--- config.mk ---
export PLATFORM = sky130hd
export DESIGN_NAME = ffwm_ctrl
export DESIGN_NICKNAME = d
export VERILOG_FILES = /design/src/rtl/core/ffwm_pkg.sv /design/src/rtl/core/ffwm_ctrl.sv
export SDC_FILE = /design/constraint.sdc
export NUM_CORES = 1
export LEC_CHECK = 0
export BUFFER_PORTS_ARGS = -buffer_cell sky130_fd_sc_hd__buf_2
export CAP_MARGIN = 20
export CORE_AREA = 2 2 39 41
export CTS_CLUSTER_SIZE = 14
export DETAILED_ROUTE_END_ITERATION = 7
export DIE_AREA = 0 0 41 43
export PLACE_DENSITY = 0.5
export SYNTH_ARGS = -nofsm -noshare
export SYNTH_HDL_FRONTEND = slang
export SYNTH_SLANG_ARGS = --single-unit
--- constraint.sdc ---
create_clock -name clk_i -period 2.8 [get_ports clk_i]
set_input_delay 0.28 -clock clk_i [delete_from_list [all_inputs] [get_ports clk_i]]
set_output_delay 0.28 -clock clk_i [all_outputs]
set_load 0.05 [all_outputs]
--- src/rtl/core/ffwm_pkg.sv ---
// ---------------------------------------------------------------------------
// ffwm_pkg: shared types and constants of the flow window monitor
// Operation codes, register indexes, configuration bundle, FSM state and the
// command/status groups between controller and datapath.
// ---------------------------------------------------------------------------
package ffwm_pkg;

  typedef enum logic {
    OP_ADD     = 1'b0,
    OP_RESTART = 1'b1
  } op_e;

  localparam logic [1:0] CFG_BUCKET_SIZE = 2'd0;
  localparam logic [1:0] CFG_MIN_CHECK   = 2'd1;
  localparam logic [1:0] CFG_ERR_FACTOR  = 2'd2;
  localparam logic [1:0] CFG_STEPS_COUNT = 2'd3;

  localparam logic [15:0] RST_BUCKET_SIZE = 16'd1000;
  localparam logic [19:0] RST_MIN_CHECK   = 20'd5000;
  localparam logic [15:0] RST_ERR_FACTOR  = 16'd52429;
  localparam logic [31:0] RST_STEPS_COUNT = 32'd166930;

  typedef struct packed {
    logic [15:0] bucket_size_steps;
    logic [19:0] min_check_steps;
    logic [15:0] error_factor_q16;
    logic [31:0] steps_per_count_q16;
  } cfg_t;

  typedef enum logic [3:0] {
    ST_IDLE,
    ST_DECODE,
    ST_READ,
    ST_SUM,
    ST_DRAIN,
    ST_MUL,
    ST_LHS,
    ST_EVAL,
    ST_OUT
  } state_e;

  typedef struct packed {
    logic load;      // latch the accepted item
    logic restart;   // clear the sensor's ring
    logic rd_cur;    // read the sensor's current bucket
    logic wr_plain;  // add sample onto the current bucket
    logic advance;   // close bucket, step ring, start window sum
    logic sum_rd;    // read next bucket of the window walk
    logic mul;       // register the two products
    logic lhs;       // register the step-side term
    logic eval;      // decide flow error, store sample
    logic out_load;  // load the result register
  } cmd_t;

  typedef struct packed {
    logic drop;      // item gives no result
    logic restart;   // item is a restart
    logic close;     // current bucket is full
    logic cnt_last;  // last bucket read issued
    logic out_free;  // result register can take a new item
  } sts_t;

endpackage

--- src/rtl/core/ffwm_ctrl.sv ---
// ---------------------------------------------------------------------------
// ffwm_ctrl: sequencing of one item
// Walks decode, bucket read, window sum, flow check and result hand-off.
// ---------------------------------------------------------------------------
module ffwm_ctrl (
  input  logic           clk_i,
  input  logic           rst_ni,
  input  logic           in_valid_i,
  output logic           in_stall_o,
  input  ffwm_pkg::sts_t sts_i,
  output ffwm_pkg::cmd_t cmd_o
);

  ffwm_pkg::state_e state_q, state_d;

  always_ff @(posedge clk_i or negedge rst_ni) begin
    if (!rst_ni) begin
      state_q <= ffwm_pkg::ST_IDLE;
    end else begin
      state_q <= state_d;
    end
  end

  always_comb begin
    state_d = state_q;
    cmd_o   = '0;
    unique case (state_q)
      ffwm_pkg::ST_IDLE: begin
        if (in_valid_i) begin
          cmd_o.load = 1'b1;
          state_d    = ffwm_pkg::ST_DECODE;
        end
      end
      ffwm_pkg::ST_DECODE: begin
        priority if (sts_i.drop) begin
          state_d = ffwm_pkg::ST_IDLE;
        end else if (sts_i.restart) begin
          cmd_o.restart = 1'b1;
          state_d       = ffwm_pkg::ST_OUT;
        end else begin
          cmd_o.rd_cur = 1'b1;
          state_d      = ffwm_pkg::ST_READ;
        end
      end
      ffwm_pkg::ST_READ: begin
        if (sts_i.close) begin
          cmd_o.advance = 1'b1;
          state_d       = ffwm_pkg::ST_SUM;
        end else begin
          cmd_o.wr_plain = 1'b1;
          state_d        = ffwm_pkg::ST_OUT;
        end
      end
      ffwm_pkg::ST_SUM: begin
        cmd_o.sum_rd = 1'b1;
        if (sts_i.cnt_last) begin
          state_d = ffwm_pkg::ST_DRAIN;
        end
      end
      ffwm_pkg::ST_DRAIN: state_d = ffwm_pkg::ST_MUL;
      ffwm_pkg::ST_MUL: begin
        cmd_o.mul = 1'b1;
        state_d   = ffwm_pkg::ST_LHS;
      end
      ffwm_pkg::ST_LHS: begin
        cmd_o.lhs = 1'b1;
        state_d   = ffwm_pkg::ST_EVAL;
      end
      ffwm_pkg::ST_EVAL: begin
        cmd_o.eval = 1'b1;
        state_d    = ffwm_pkg::ST_OUT;
      end
      ffwm_pkg::ST_OUT: begin
        if (sts_i.out_free) begin
          cmd_o.out_load = 1'b1;
          state_d        = ffwm_pkg::ST_IDLE;
        end
      end
      default: state_d = ffwm_pkg::ST_IDLE;
    endcase
  end

  assign in_stall_o = (state_q != ffwm_pkg::ST_IDLE);

endmodule

# == Yosys cells after proc, flatten, opt, wreduce, memory -nomap -nowiden ==
# Index checks and enable logic that the tools add are counted.
# word_totals
reg_bits,4
input_bits,8
out_inout_bits,11
# classes
eq_ne,11
muxes,22
reduce_logical,3
# op_table
operator,n
$pmux 4 s9,1
$mux 4,6
$eq 4x3->1 const B,4
$mux 1,12
$eq 4x2->1 const B,2
$mux 2,3
$ne 2x2->1 const B,3
$eq 4x1->1 const B,1
$eq 4x4->1 const B,1
$logic_not 4->1,1
$reduce_bool 4->1,1
$reduce_and 3->1,1

# == Longest topological paths before layout ==
# depth
ltp_word,3
depth_mapped,4

# == Worst setup path after synthesis ==
# No wires, ideal clock.
# synth_path
path_kind,register -> output
from,register state_q[1]
to,output cmd_o[0] (netlist bit)
arrival_time_ns,2.115
t_required_ns,2.520
slack_ns,0.405
path_stages_with_launch,3
cell_sequence,dfrtp_1 -> clkbuf_1 -> nor4_1
# synth_lines
item,line_no,text
from (decl),ffwm_ctrl.sv:14,"ffwm_pkg::state_e state_q, state_d;"
from (signal assigned),ffwm_ctrl.sv:18,state_q <= ffwm_pkg::ST_IDLE;
from (signal assigned),ffwm_ctrl.sv:20,state_q <= state_d;
to (decl),ffwm_ctrl.sv:11,output ffwm_pkg::cmd_t cmd_o

==> metrics.yaml <==
logic_synthesis:
  avgSynthCellArea_um2: 8.34
  netlist_area_um2: 350
  synth-seq-area-share: 0.286
  synth-seq-cells: 4
  ys_warn_count: 0
  syn-num-nets: 50
  netlist_instances: 42
  synth_cell_types: 26
run_status:
  status: "completed"
worst_setup_path:
  r2r_end: "state_q[3]"
  r2r-start: "state_q[1]"
  critPathKind: "register to output pin"
  crit_path_max_fanout: 14
  arrival_ps: 1600
  cp-end-kind: "output pin"
  required_ps: 2520
  rr_worst_depth: 3
  cp-endpoint: "cmd_o[8]"
  crit_start: "state_q[1]"
  critPathLaunchType: "register"
  r2r_slack_ps: 1400
sta:
  final-setup-viol-count: 0
  max-slew-margin-rel: 0.753
  tightest_slew_ps: 371
  rsz0062_at_grt: "no"
  min_period_over_period: 0.672
  setup_slack_ps: 919
  post-route-min-period_ps: 1880
  final_max_slew_viol_count: 0
  setup_tns_ps: 0
  clock.fmax_mhz: 532
  clock_skew_ps: 3.17
  finalHoldViolCount: 0
routing:
  vias: 367
  dr.pass1.iters: 3
  antenna_left: 0
  wl_um: 853
  wl_per_cell_um: 11.2
  drc: 0
  drt_iter0_drc: 6
  viasPerCell: 4.83
placed_design:
  globalplace.congestion: 0.700
  place_ws_ps: 1160
  io_buffers: 18
  dpl.hpwl_um: 649
clocking:
  cts_tree: "done"
  clk_path_buf_depth: 2
  cts.clk_slew.worst_paths_ps: 40
  clockRootBuffer: "clkbuf_4"
  clk_latency_ps: 230
  cts_max_level: 1
  cts-buffers-inserted: 3
  cts_sinks: 4
  cts-resized-gates: 0
run:
  maxCapViolCount: 0
finish:
  mostFrequentLayoutCells: "buf_2 (18), nor2_1 (4), nand2_1 (4), dfrtp_1 (4)"
  largest_reg_flops: 4
  drive_above_1_share: 0.400
  layout_commonest_cell: "buf_2"
  num_antenna_cells: 0
  reg.largest.list: "state_q x4"
  fin_nets: 70
  top_register: "state_q"
  area_growth_pct: 34.3
grt:
  track_usage: 0.109
  grt_pass1_vias: 342
  grt_pass1_wl_mm: 1.31
  grt_max_degree: 15
  gr-total-overflow: 0
  antenna_found_initial: 0
floorplanning:
  ios: 19
  start_util: 0.253
  fp.coreArea_um2: 1380
  dieArea_um2: 1760
  rows: 14
  die_w_um: 41
  die_y_um: 43
pwr:
  max-vdd-ir-drop_uv: 374
  power_density_nw_per_um2: 1100
  power.leakage_nw: 0.230
min_path:
  hp-class: "primary input to register"
## kinds of logic after synthesis
group / after synthesis / synth area share
AND/OR/NAND/NOR: 25 / 0.464
AO/OA/AOI/OAI: 9 / 0.186
flip-flops: 4 / 0.286
buffers and inverters: 4 / 0.0643
## timing repair
action	in CTS	in global routing
endpoints found under the hold margin	4	0
hold buffers	1	0
buffers inserted	0	0
## metrics by stage
stage | cell area (um2) | instances | hold slack, ps | power, W | util
after global routing | 470 | 76 | 386 | 0.000557 | 0.340
after floorplan | 350 | 42 | -15.6 | 0.000394 | -
after global placement | 438 | 72 | 91.0 | 0.000449 | 0.316
final | 470 | 76 | 362 | 0.000516 | 0.340
after detailed placement | 438 | 72 | 88.0 | 0.000447 | 0.316
after CTS | 470 | 76 | 356 | 0.000521 | 0.340
## worst max-delay path, stage by stage, from the launching register on
cell and delay [ps]:
dfrtp_1 500, nand2b_1 260, nor4b_2 300, buf_2 310
## cell type report
cell class / count / area [um2]
flip-flops and latches: 4 / 100
clock buffers: 3 / 22.5
repair buffers: 19 / 100
well taps: 16 / 20.0
multi-input cells: 34 / 228
fillers: 155 / 913
## power by group
group | switching, W | internal [W]
sequential | 0.0000624 | 0.0000796
clock | 0.0000227 | 0.0000479
combinational | 0.000202 | 0.000101
total | 0.000287 | 0.000228
## cells in the mapped netlist
library cell	n	area (um2)
and2_1	1	6.26
and3_1	1	6.26
a21oi_1	2	10.0
dfrtp_1	4	100
nor3_1	1	5.00
clkbuf_1	3	11.3
or3b_1	2	17.5
o311ai_0	1	8.76
nor4_2	1	12.5
nand4b_1	1	8.76
a21o_1	1	7.51
nand2_1	4	15.0
or2_4	1	8.76
o211ai_1	1	7.51
nand3b_1	1	7.51
nor2b_1	1	6.26
nand2b_1	3	18.8
buf_6	1	11.3
nor4b_2	1	15.0
o21bai_1	2	15.0
a211oi_1	1	7.51
nor3b_1	1	7.51
or3_1	1	6.26
nor2_1	4	15.0
nor4_1	1	6.26
o31a_1	1	8.76
## worst min-delay path by stage
| stage | startpoint | endpoint | slack (ps) | depth (start not counted) |
|---|---|---|---|---|
| floorplan | rst_ni | state_q[0] | -20 | 0 |
| global placement | rst_ni | state_q[3] | 90 | 1 |
| detailed placement | rst_ni | state_q[3] | 90 | 1 |
| CTS | sts_i[1] | state_q[2] | 360 | 3 |
| global route | rst_ni | state_q[3] | 390 | 2 |
| finish | sts_i[1] | state_q[2] | 360 | 3 |
## layer usage
metal | GRT usage | part of all wire | vias up
met1 | 0.127 | 0.47 | 164
li1 | - | - | 192
met4 | 0.0600 | 0 | 0
met2 | 0.169 | 0.47 | 11
met5 | 0 | 0 | -
met3 | 0.0314 | 0.062 | 0
(Power assumes the default switching activity.)
